File: src/sv/sha_pkg.sv
package sha_pkg;

    typedef logic [31:0] t_word;

    typedef struct packed {
        logic        load_word;
        t_word       word;
        logic        start;
        logic        reset_hash;
        logic [2:0]  out_idx;
    } t_cmd;

    typedef struct packed {
        logic        busy;
        logic        done;
    } t_status;

    localparam logic [31:0] ROUND_K [64] = '{
        32'h428a2f98, 32'h71374491, 32'hb5c0fbcf, 32'he9b5dba5,
        32'h3956c25b, 32'h59f111f1, 32'h923f82a4, 32'hab1c5ed5,
        32'hd807aa98, 32'h12835b01, 32'h243185be, 32'h550c7dc3,
        32'h72be5d74, 32'h80deb1fe, 32'h9bdc06a7, 32'hc19bf174,
        32'he49b69c1, 32'hefbe4786, 32'h0fc19dc6, 32'h240ca1cc,
        32'h2de92c6f, 32'h4a7484aa, 32'h5cb0a9dc, 32'h76f988da,
        32'h983e5152, 32'ha831c66d, 32'hb00327c8, 32'hbf597fc7,
        32'hc6e00bf3, 32'hd5a79147, 32'h06ca6351, 32'h14292967,
        32'h27b70a85, 32'h2e1b2138, 32'h4d2c6dfc, 32'h53380d13,
        32'h650a7354, 32'h766a0abb, 32'h81c2c92e, 32'h92722c85,
        32'ha2bfe8a1, 32'ha81a664b, 32'hc24b8b70, 32'hc76c51a3,
        32'hd192e819, 32'hd6990624, 32'hf40e3585, 32'h106aa070,
        32'h19a4c116, 32'h1e376c08, 32'h2748774c, 32'h34b0bcb5,
        32'h391c0cb3, 32'h4ed8aa4a, 32'h5b9cca4f, 32'h682e6ff3,
        32'h748f82ee, 32'h78a5636f, 32'h84c87814, 32'h8cc70208,
        32'h90befffa, 32'ha4506ceb, 32'hbef9a3f7, 32'hc67178f2
    };

    localparam logic [31:0] INIT_H [8] = '{
        32'h6a09e667, 32'hbb67ae85, 32'h3c6ef372, 32'ha54ff53a,
        32'h510e527f, 32'h9b05688c, 32'h1f83d9ab, 32'h5be0cd19
    };

    function automatic t_word rotr(input t_word x, input int n);
        rotr = (x >> n) | (x << (32 - n));
    endfunction

endpackage

File: src/sv/sha_datapath.sv
module sha_datapath (
    input  logic              i_clk,
    input  logic              i_rst_n,
    input  sha_pkg::t_cmd     i_cmd,
    output sha_pkg::t_status  o_status,
    output sha_pkg::t_word    o_hash_word
);
    sha_pkg::t_word r_h [8];
    sha_pkg::t_word r_v [8];
    sha_pkg::t_word r_w [16];
    logic [3:0]     r_fill;
    logic [5:0]     r_round;
    logic           r_busy;
    logic           r_done;

    sha_pkg::t_word a, e, big0, big1, ch, maj, t1, t2, s0, s1, w_new, w_cur;

    always_comb begin
        a     = r_v[0];
        e     = r_v[4];
        big1  = sha_pkg::rotr(e, 6) ^ sha_pkg::rotr(e, 11) ^ sha_pkg::rotr(e, 25);
        ch    = (e & r_v[5]) ^ (~e & r_v[6]);
        big0  = sha_pkg::rotr(a, 2) ^ sha_pkg::rotr(a, 13) ^ sha_pkg::rotr(a, 22);
        maj   = (a & r_v[1]) ^ (a & r_v[2]) ^ (r_v[1] & r_v[2]);
        w_cur = r_w[0];
        t1    = r_v[7] + big1 + ch + sha_pkg::ROUND_K[r_round] + w_cur;
        t2    = big0 + maj;
        s0    = sha_pkg::rotr(r_w[1], 7) ^ sha_pkg::rotr(r_w[1], 18) ^ (r_w[1] >> 3);
        s1    = sha_pkg::rotr(r_w[14], 17) ^ sha_pkg::rotr(r_w[14], 19) ^ (r_w[14] >> 10);
        w_new = s1 + r_w[9] + s0 + r_w[0];
    end

    always_ff @(posedge i_clk) begin
        if (!i_rst_n) begin
            r_h    <= sha_pkg::INIT_H;
            r_fill <= '0;
            r_busy <= 1'b0;
            r_done <= 1'b0;
            r_round <= '0;
        end else begin
            r_done <= 1'b0;
            if (i_cmd.reset_hash) begin
                r_h    <= sha_pkg::INIT_H;
                r_fill <= '0;
            end
            if (i_cmd.load_word) begin
                r_w[r_fill] <= i_cmd.word;
                r_fill      <= r_fill + 4'd1;
            end
            if (i_cmd.start) begin
                r_busy  <= 1'b1;
                r_round <= '0;
                r_v     <= r_h;
            end else if (r_busy) begin
                for (int i = 0; i < 15; i++) r_w[i] <= r_w[i+1];
                r_w[15] <= w_new;
                r_v[7] <= r_v[6];
                r_v[6] <= r_v[5];
                r_v[5] <= r_v[4];
                r_v[4] <= r_v[3] + t1;
                r_v[3] <= r_v[2];
                r_v[2] <= r_v[1];
                r_v[1] <= r_v[0];
                r_v[0] <= t1 + t2;
                r_round <= r_round + 6'd1;
                if (r_round == 6'd63) begin
                    r_busy <= 1'b0;
                    r_done <= 1'b1;
                end
            end else if (r_done) begin
                for (int i = 0; i < 8; i++) r_h[i] <= r_h[i] + r_v[i];
            end
        end
    end

    assign o_status.busy = r_busy | r_done;
    assign o_status.done = r_done;
    assign o_hash_word   = r_h[i_cmd.out_idx];
endmodule

File: src/sv/sha_ctrl.sv
module sha_ctrl (
    input  logic              i_clk,
    input  logic              i_rst_n,
    input  logic              i_valid,
    output logic              o_ready,
    input  logic [31:0]       i_data_word,
    input  logic [2:0]        i_byte_count,
    input  logic              i_last_word,
    output logic              o_valid,
    input  logic              i_ready,
    output logic [2:0]        o_word_index,
    output logic              o_last_result,
    output sha_pkg::t_cmd     o_cmd,
    input  sha_pkg::t_status  i_status
);
    localparam logic [1:0] S_IDLE = 2'd0;
    localparam logic [1:0] S_PAD  = 2'd1;
    localparam logic [1:0] S_WAIT = 2'd2;
    localparam logic [1:0] S_OUT  = 2'd3;

    logic [1:0]  r_state, n_state;
    logic [3:0]  r_fill, n_fill;
    logic [63:0] r_len, n_len;
    logic        r_mark, n_mark;
    logic        r_hi, n_hi;
    logic [2:0]  r_idx, n_idx;

    logic [2:0]  cnt;
    logic        last;
    logic [31:0] keep, dw;
    logic        acc;

    always_comb begin
        cnt  = (i_byte_count > 3'd4) ? 3'd4 : i_byte_count;
        last = i_last_word | (cnt != 3'd0 && cnt != 3'd4);
        case (cnt)
            3'd0:    keep = 32'h0;
            3'd1:    keep = 32'hff000000;
            3'd2:    keep = 32'hffff0000;
            3'd3:    keep = 32'hffffff00;
            default: keep = 32'hffffffff;
        endcase
        dw = i_data_word & keep;
        case (cnt)
            3'd0:    dw = 32'h80000000;
            3'd1:    dw = dw | 32'h00800000;
            3'd2:    dw = dw | 32'h00008000;
            3'd3:    dw = dw | 32'h00000080;
            default: dw = dw;
        endcase
    end

    assign o_ready = (r_state == S_IDLE) && !i_status.busy;
    assign acc     = i_valid && o_ready;

    always_comb begin
        n_state = r_state;
        n_fill  = r_fill;
        n_len   = r_len;
        n_mark  = r_mark;
        n_hi    = r_hi;
        n_idx   = r_idx;
        o_cmd   = '0;
        o_cmd.out_idx = r_idx;
        unique case (r_state)
            S_IDLE: begin
                if (acc && (cnt != 3'd0 || last)) begin
                    n_len = r_len + {58'd0, cnt, 3'd0};
                    o_cmd.load_word = 1'b1;
                    o_cmd.word = dw;
                    o_cmd.start = (r_fill == 4'd15);
                    n_fill = r_fill + 4'd1;
                    if (last) begin
                        n_mark = (cnt == 3'd4);
                        n_state = S_PAD;
                    end
                end
            end
            S_PAD: begin
                if (!i_status.busy) begin
                    o_cmd.load_word = 1'b1;
                    o_cmd.start = (r_fill == 4'd15);
                    n_fill = r_fill + 4'd1;
                    if (r_mark) begin
                        o_cmd.word = 32'h80000000;
                        n_mark = 1'b0;
                    end else if (r_fill == 4'd14 && !r_hi) begin
                        o_cmd.word = r_len[63:32];
                        n_hi = 1'b1;
                    end else if (r_fill == 4'd15 && r_hi) begin
                        o_cmd.word = r_len[31:0];
                        n_state = S_WAIT;
                    end else begin
                        o_cmd.word = 32'h0;
                    end
                end
            end
            S_WAIT: begin
                if (i_status.done) begin
                    n_state = S_OUT;
                    n_idx = 3'd0;
                end
            end
            S_OUT: begin
                if (i_ready) begin
                    n_idx = r_idx + 3'd1;
                    if (r_idx == 3'd7) begin
                        n_state = S_IDLE;
                        n_fill = '0;
                        n_len = '0;
                        n_mark = 1'b0;
                        n_hi = 1'b0;
                        n_idx = '0;
                        o_cmd.reset_hash = 1'b1;
                    end
                end
            end
            default: n_state = S_IDLE;
        endcase
    end

    assign o_valid       = (r_state == S_OUT);
    assign o_word_index  = r_idx;
    assign o_last_result = (r_idx == 3'd7);

    always_ff @(posedge i_clk) begin
        if (!i_rst_n) begin
            r_state <= S_IDLE;
            r_fill  <= '0;
            r_len   <= '0;
            r_mark  <= 1'b0;
            r_hi    <= 1'b0;
            r_idx   <= '0;
        end else begin
            r_state <= n_state;
            r_fill  <= n_fill;
            r_len   <= n_len;
            r_mark  <= n_mark;
            r_hi    <= n_hi;
            r_idx   <= n_idx;
        end
    end
endmodule

File: src/sv/sha256_hash.sv
// Channel | Signals                                        | Direction
// input   | i_valid o_ready i_data_word i_byte_count i_last_word | in
// output  | o_valid i_ready o_digest_word o_word_index o_last_result | out
// Each sixteenth word starts a compression, one round per cycle in
// the shared round unit, followed by a fold into the chaining hash.
// Padding words are loaded after the final transfer, pausing while a compression runs.
// Input is not taken while padding is loaded, a compression runs or the digest is being sent.
// Reset restores the initial hash values and clears the length count.
module sha256_hash (
    input  logic        i_clk,
    input  logic        i_rst_n,
    input  logic        i_valid,
    output logic        o_ready,
    input  logic [31:0] i_data_word,
    input  logic [2:0]  i_byte_count,
    input  logic        i_last_word,
    output logic        o_valid,
    input  logic        i_ready,
    output logic [31:0] o_digest_word,
    output logic [2:0]  o_word_index,
    output logic        o_last_result
);
    sha_pkg::t_cmd    cmd;
    sha_pkg::t_status status;

    sha_ctrl u_ctrl (
        .i_clk, .i_rst_n, .i_valid, .o_ready, .i_data_word, .i_byte_count,
        .i_last_word, .o_valid, .i_ready, .o_word_index, .o_last_result,
        .o_cmd(cmd), .i_status(status)
    );

    sha_datapath u_dp (
        .i_clk, .i_rst_n, .i_cmd(cmd), .o_status(status), .o_hash_word(o_digest_word)
    );
endmodule
File: config.mk
export PLATFORM = sky130hd
export DESIGN_NAME = sha256_hash
export DESIGN_NICKNAME = d
export VERILOG_FILES = /design/src/sv/sha_pkg.sv /design/src/sv/sha_datapath.sv /design/src/sv/sha_ctrl.sv /design/src/sv/sha256_hash.sv
export SDC_FILE = /design/constraint.sdc
export NUM_CORES = 2
export LEC_CHECK = 0
export ABC_CLOCK_PERIOD_IN_PS = 12460
export BUFFER_PORTS_ARGS = -buffer_cell sky130_fd_sc_hd__buf_2
export CAP_MARGIN = 10
export CORE_MARGIN = 2
export CORE_UTILIZATION = 40
export CTS_BUF_LIST = sky130_fd_sc_hd__clkbuf_8
export CTS_CLUSTER_SIZE = 14
export DETAILED_ROUTE_END_ITERATION = 7
export GPL_TIMING_DRIVEN = 0
export HOLD_SLACK_MARGIN = 0.06
export PLACE_DENSITY = 0.6
export SYNTH_ARGS = -nofsm -noshare
export SYNTH_HDL_FRONTEND = slang
export SYNTH_SLANG_ARGS = --single-unit
File: constraint.sdc
create_clock -name i_clk -period 12.46 [get_ports i_clk]
set_input_delay 0 -clock i_clk [delete_from_list [all_inputs] [get_ports i_clk]]
set_output_delay 0 -clock i_clk [all_outputs]
set_load 0.03 [all_outputs]
# Word level (Yosys, flattened, before mapping)
# Memory sizes are Yosys's and may differ from the RTL's.
# Index checks and enable logic that the tools add are counted.
[word_totals] out_inout_bits=38 input_bits=40 ramBits=512 rom_bits=2048 ff_bits=599 memories=2 wordCells=210
[memory_table] memory="(no name shown)" depth=64 word_bits=32 read_ports=1 rd_clocked_by_memory_dff=0 write_ports=0 line_no="sha_datapath.sv:26" rtl="t1 = r_v[7] + big1 + ch + sha_pkg::ROUND_K[r_round] + w_cur;"
[memory_table] memory="u_dp.r_w" depth=16 word_bits=32 read_ports=16 rd_clocked_by_memory_dff=0 write_ports=16 line_no="sha_datapath.sv:10" rtl="sha_pkg::t_word r_w [16];"
[classes] muxes=72 bitwise_logic=34 n_addsub=23 magnitude_cmp=3 reduce_logical=28 eq_ne=22
[ops] operator="2-to-1 mux 256 bit" count=6
[ops] operator="adder 32 bit" count=18
[ops] operator="bitwise XOR 32 bit" count=9
[ops] operator="2-to-1 mux 32 bit" count=8
[ops] operator="one-hot mux 32 bit (4 select lines)" count=2
[ops] operator="AND 32 bit" count=6
[ops] operator="2-to-1 mux 64 bit" count=3
[ops] operator="one-hot mux 64 bit (2 select lines)" count=1
[ops] operator="binary-select mux 32 bit (select 3 bit)" count=1
[ops] operator="2-to-1 mux 34 bit" count=2
[ops] operator="one-hot mux 34 bit (2 select lines)" count=1
[ops] operator="adder 64 x 6 -> 64 bit" count=1
[ops] operator="inverter 32 bit" count=1
[ops] operator="OR 10 x 32 -> 32 bit" count=1
[ops] operator="OR 13 x 32 -> 32 bit" count=1
[ops] operator="OR 14 x 32 -> 32 bit" count=1
[ops] operator="OR 15 x 32 -> 32 bit" count=1
[ops] operator="OR 19 x 32 -> 32 bit" count=1
[ops] operator="OR 21 x 32 -> 32 bit" count=1
[ops] operator="OR 25 x 32 -> 32 bit" count=1
[ops] operator="OR 26 x 32 -> 32 bit" count=1
[ops] operator="OR 30 x 32 -> 32 bit" count=1
[ops] operator="OR 7 x 32 -> 32 bit" count=1
[ops] operator="OR reduction 32 bit" count=1
[ops] operator="46 further kinds" count=112

# Depth between registers and ports, before layout
[logic_depth] depth_word=14 ltp_mapped=41 depth_no_buf=39

# Cells and area by module
# From an unflattened synthesis, not the netlist that was laid out.
[unflattened] cells_unflattened=7279 area_unflattened_um2=74062.3
[by_module_without_submodules] module="sha_datapath" cells_per_inst=6686 area_each_um2=69375.3 n_inst=1 seq_area_each_um2=28427.3
[by_module_without_submodules] module="sha_ctrl" cells_per_inst=593 area_each_um2=4687.0 n_inst=1 seq_area_each_um2=1441.4

# Worst setup path after synthesis
# OpenSTA, ideal clock, no wires.
[synth_path] kind="register -> register" start="register u_ctrl.r_state[0]" end="register u_dp.r_busy" stages_incl_launch_ff=10 slack_ps=-602 synth_period_minus_slack_ps=13062 t_required_ps=12356 setup_ps=104 n_path_buf=1 t_arrival_ps=12959 path_cell_list="dfxtp_1 > inv_1 > ha_1 > and4bb_2 > a22o_4 > and4_4 > buf_6 > nor2_1 > nor2_1 > o31a_1"
[synth_between] elab_chain_len=7 elab_cells_between_ends=8 classes_between="eq/ne: 1; mux: 3; reduce/logical: 4"
[synth_lines] item="start, declared" line_no="sha_ctrl.sv:21" rtl="logic [1:0] r_state, n_state;"
[synth_lines] item="start signal, assigned" line_no="sha_ctrl.sv:135" rtl="r_state <= n_state;"
[synth_lines] item="logical NOT 2 bit" line_no="sha_ctrl.sv:53, sha_ctrl.sv:65"
[synth_lines] item="logical AND 1 bit" line_no="sha_ctrl.sv:53" rtl="assign o_ready = (r_state == S_IDLE) && !i_status.busy;"
[synth_lines] item="logical AND 1 bit" line_no="sha_ctrl.sv:54" rtl="assign acc = i_valid && o_ready;"
[synth_lines] item="logical AND 1 bit" line_no="sha_ctrl.sv:67" rtl="if (acc && (cnt != 3'd0 || last)) begin"
[synth_lines] item="2-to-1 mux 34 bit" line_no="sha_ctrl.sv:67"
[synth_lines] item="one-hot mux 34 bit (2 select lines) *" line_no="sha_ctrl.sv:65" rtl="unique case (r_state)"
[synth_lines] item="2-to-1 mux 1 bit *" line_no="sha_datapath.sv:50" rtl="if (i_cmd.start) begin"
[synth_lines] item="end signal, assigned" line_no="sha_datapath.sv:37" rtl="r_busy <= 1'b0;"
[synth_lines] item="end signal, assigned" line_no="sha_datapath.sv:51" rtl="r_busy <= 1'b1;"
[synth_lines] item="end signal, assigned" line_no="sha_datapath.sv:67" rtl="r_busy <= 1'b0;"
[synth_lines] item="end, declared" line_no="sha_datapath.sv:13" rtl="logic r_busy;"
# Mark *: on every way between the ends. The rest lies on a longest branch, timed or not.
# A chain may end at the register's enable or synchronous reset.

# Final worst setup path
[layout_path] start="register u_dp.r_round[1]" end="register u_dp.r_v, in the netlist u_dp.a[30], data pin"
[layout_between] elab_chain_len=9
[layout_lines] item="start, declared" line_no="sha_datapath.sv:12" rtl="logic [5:0] r_round;"
[layout_lines] item="start signal, assigned" line_no="sha_datapath.sv:65" rtl="r_round <= r_round + 6'd1;"
[layout_lines] item="inverter 6 -> 7 bit (implied by the code)" line_no="sha_datapath.sv:26"
[layout_lines] item="memory read (64 x 32 bit)"
[layout_lines] item="2-to-1 mux 32 bit (implied by the code) (2 in a row)" line_no="sha_datapath.sv:26"
[layout_lines] item="adder 32 bit (2 in a row)" line_no="sha_datapath.sv:26"
[layout_lines] item="adder 32 bit" line_no="sha_datapath.sv:64" rtl="r_v[0] <= t1 + t2;"
[layout_lines] item="2-to-1 mux 256 bit" line_no="sha_datapath.sv:54" rtl="end else if (r_busy) begin"
[layout_lines] item="2-to-1 mux 256 bit" line_no="sha_datapath.sv:50"
[layout_lines] item="end signal, assigned" line_no="sha_datapath.sv:53" rtl="r_v <= r_h;"
[layout_lines] item="end, declared" line_no="sha_datapath.sv:9" rtl="sha_pkg::t_word r_v [8];"
# Every way passes these cells. The select of a mux whose other input is x is not followed.

==> flow_summary_export.csv <==
group,metric,value,unit
run_status,status,"finished with violations",
run_status,violations,"max-capacitance violations",
final_layout,drive_above_1_share,7.25,%
clock_tree,clock-sinks,1108,
global_routing,grt.total_usage,31.6,%
route,wl,301000,um
hold_path,worstHoldPathCells,5,
global_routing,overflow,0,
place,dpl_cell_area,77600,um2
timing,rsz0062_at_grt,"no",
critical_path,reg2regPathDepth,37,
yosys,syn_area,73300,um2
place,dp.final_hpwl,234000,um
clock_tree,cts_tree,"built",
timing,slew_viol_final,0,
die,fp.dieArea,187000,um2
clock_tree,cts_buffers,196,
final_layout,multi_input_area,40600,um2
timing,finalCritPeriodShare,97.4,%
critical_path,cp-end-kind,"register",
yosys,synth_top_cell_by_area,"edfxtp_1",
hold_path,min_delay_worst_endpoint,"u_dp.r_w[12][11]$_DFFE_PP_",
clock_tree,root_buffer,"clkbuf_8",
critical_path,r2r_setup_slack,0.33,ns
timing,fin_skew,0.0675,ns
yosys,ys.flop_type,"edfxtp_1",
yosys,synth-compound-area-share,19.4,%
route,vias,62800,
hold_path,hold_class,"input pin to register",
route,wire_per_inst,28.7,um
critical_path,max_stage_delay,0.66,ns
die,start_util,40.2,%
yosys,synth_top_area_share,31.5,%
critical_path,crit_slowest_cell,"a21oi_1",
pwr,p_per_area,147,nW/um2
yosys,yosysUniqueCellTypes,97,
yosys,synth_area_leaders,"edfxtp_1 (31%), dfxtp_1 (9.3%), a21o_1 (7.0%)",
yosys,syn-num-nets,8205,
yosys,synthAdderAreaFrac,12.4,%
flow_run,cap_violations,1,
yosys,synth_xor_area_share,7.16,%
final_layout,regArea,29900,um2
critical_path,cp_data_required_time,13.13,ns
timing,min_period,12.13,ns
yosys,avgSynthCellArea,9.69,um2
critical_path,cp-start-kind,"register",
yosys,synth_seq_area_share,40.7,%
timing,hold_viol_final,0,
place,gp_congestion,1.09,
yosys,synth_edf_count,768,
place,io_buffers,76,
critical_path,arrival,12.80,ns
critical_path,path_max_fanout,13,
yosys,synth_seq_cells,1108,
die,core_area,182000,um2
global_routing,grt_max_degree,32,
yosys,async_reset_ff_share,0,%
timing,fmax,0.0824,GHz
pwr,finalPower,12.1,mW
clock_tree,path_clk_slew,0.07,ns
yosys,yosysWarnings,0,
global_routing,grt_antenna_before_repair,14,
hold_path,hold_start,"i_data_word[11]",
timing,relSlewSlack,0.0964,%
pwr,vdd_drop_max,117,uV
final_layout,finalInstanceArea,82200,um2
final_layout,fillCellCount,17600,
die,io-pin-count,78,
die,die_x,432,um
route,drtIter0Drc,7363,
route,drt_first_pass_iters,6,
critical_path,reg2reg_to,"u_dp.a[30]$_DFFE_PP_",
clock_tree,clkLatencyLatePin,1.00,ns
critical_path,rr_startpoint,"u_dp.r_round[1]$_SDFFE_PP0P_",
timing,worst_pin_slew,1.49,ns
clock_tree,clockBufferDepth,3,
route,drc,0,
global_routing,grt_pass1_wl,427000,um
yosys,synth_top_family_by_area,"compound AO/OA/AOI/OAI gates",
clock_tree,ctsHtreeMaxLevel,4,
critical_path,critPathKind,"register to register",
route,vias_per_cell,6.00,
final_layout,area_growth,12.1,%
route,ant_nets,0,
pwr,leakage,35.3,nW
yosys,netlist_instances,7561,
die,fp.dieH,432,um
global_routing,grt_pass1_vias,60200,
timing,finalSetupViolCount,0,
yosys,synth-simple-area-share,12.9,%
yosys,synth.area.mux_share,3.28,%
die,rows,157,
final_layout,nNetsFinal,8564,
[Yosys cell counts (all sizes together), types with 49 or more instances]
| cell | instances |
|---|---|
| edfxtp | 768 |
| nor2 | 434 |
| ha | 408 |
| xor2 | 229 |
| nor2b | 63 |
| o21a | 83 |
| a21o | 682 |
| a211oi | 56 |
| a31oi | 61 |
| nand2b | 64 |
| fa | 196 |
| nand3 | 183 |
| inv | 379 |
| nand2 | 951 |
| xnor2 | 370 |
| and2 | 55 |
| a21oi | 443 |
| o21ai | 511 |
| clkbuf | 370 |
| nor3 | 169 |
| mux4 | 71 |
| dfxtp | 340 |
| o21bai | 49 |
[per-stage QoR]
| step | instances | worst slack, ns | TNS (ns) | utilization (%) | hold slack, ns |
|---|---|---|---|---|---|
| final | 10500 | 0.327 | 0 | 45.0 | 0.234 |
| after global routing | 10500 | 0.0492 | 0 | 45.0 | 0.237 |
| after CTS | 10500 | 0.338 | 0 | 45.0 | 0.157 |
| after detailed placement | 10100 | 0.377 | 0 | 42.5 | 0.492 |
| after global placement | 10000 | -1.32 | -298.19 | 42.0 | 0.481 |
| after floorplan | 7561 | 3.76 | 0 | - | 0.326 |
[cell families after synthesis]
family          Yosys count
compound gates         2186
xor+xnor                599
fa+ha+maj               607
buf+inv                 800
flops                  1108
mux                     147
simple gates           2114
[metal layers]
metal  up-vias  part of all wire (%)  GRT usage [%]
met2      3234                    44           48.7
met5         -                 0.029              0
met3       745                   9.7           7.75
li1      27800                     -              -
met1     31100                    40           40.4
met4        10                   6.6           18.2
[where the power goes]
group,internal (mW),leakage (nW),switching (mW)
logic,1.67,23.2,2.50
registers,4.19,9.76,0.136
clock network,1.84,2.30,1.75
total,7.70,35.3,4.39
[worst max-delay path: cells and delay by family (launching register included)]
| family | cells | cell delay [ns] |
|---|---|---|
| flip-flops | 1 | 0.56 |
| AO/OA/AOI/OAI | 14 | 3.77 |
| XOR/XNOR | 2 | 0.73 |
| adder cells (fa/ha/maj) | 8 | 3.51 |
| AND/OR/NAND/NOR | 5 | 1.36 |
| buffers and inverters | 8 | 1.89 |
[cell type report]
type                            count  area share [%]
Antenna cell                        8          0.0244
Timing Repair Buffer              161            2.00
Multi-Input combinational cell   5653            49.4
Clock buffer                      218            3.65
Sequential cell                  1108            36.3
Clock inverter                    145            1.22
Inverter                          384            1.76
Buffer                            416            1.94
Tap cell                         2385            3.63
[placed cells by master (no fill, tap or decap), types with 196 or more instances in the layout]
cell type,Yosys,layout
inv_1,379,449
a21o_1,682,682
nand2_1,951,951
xor2_1,229,227
clkbuf_1,368,362
edfxtp_1,768,768
nor2_1,432,430
ha_1,408,408
clkbuf_8,0,218
o21ai_0,479,463
a21oi_1,443,443
fa_1,196,196
xnor2_1,370,370
dfxtp_1,340,340
[worst max-delay path by stage]
stage,from,to
3_3_place_gp,i_rst_n,u_dp.r_busy$_SDFF_PN0_
3_5_place_dp,u_dp.r_round[2]$_SDFFE_PP0P_,u_dp.a[30]$_DFFE_PP_
4_1_cts,u_dp.r_round[2]$_SDFFE_PP0P_,u_dp.a[30]$_DFFE_PP_
6_report,u_dp.r_round[1]$_SDFFE_PP0P_,u_dp.a[30]$_DFFE_PP_
5_1_grt,u_dp.r_round[1]$_SDFFE_PP0P_,u_dp.a[30]$_DFFE_PP_
2_1_floorplan,u_dp.r_round[1]$_SDFFE_PP0P_,u_dp.a[30]$_DFFE_PP_
[state kept, by name, summed over array words and instances, names as in the netlist]
register,cells
u_dp.r_round,6
u_dp.r_fill,4
u_dp.r_w,512
u_ctrl.r_mark,1
u_dp.r_busy,1
u_dp.r_h,256
u_ctrl.r_len,61
u_ctrl.r_state,2
u_dp.e,32
u_ctrl.o_word_index,3
u_dp.a,32
u_dp.r_v,192
u_ctrl.r_fill,4
u_dp.r_done,1
u_ctrl.r_hi,1
[timing repair]
item                                   CTS  global route
endpoints found under the hold margin  215             0
hold buffers                            44             0
buffers inserted                         0             0
gates resized for setup                  0             8
setup endpoints to repair                0             1
Power figures use the tool's default switching activity.
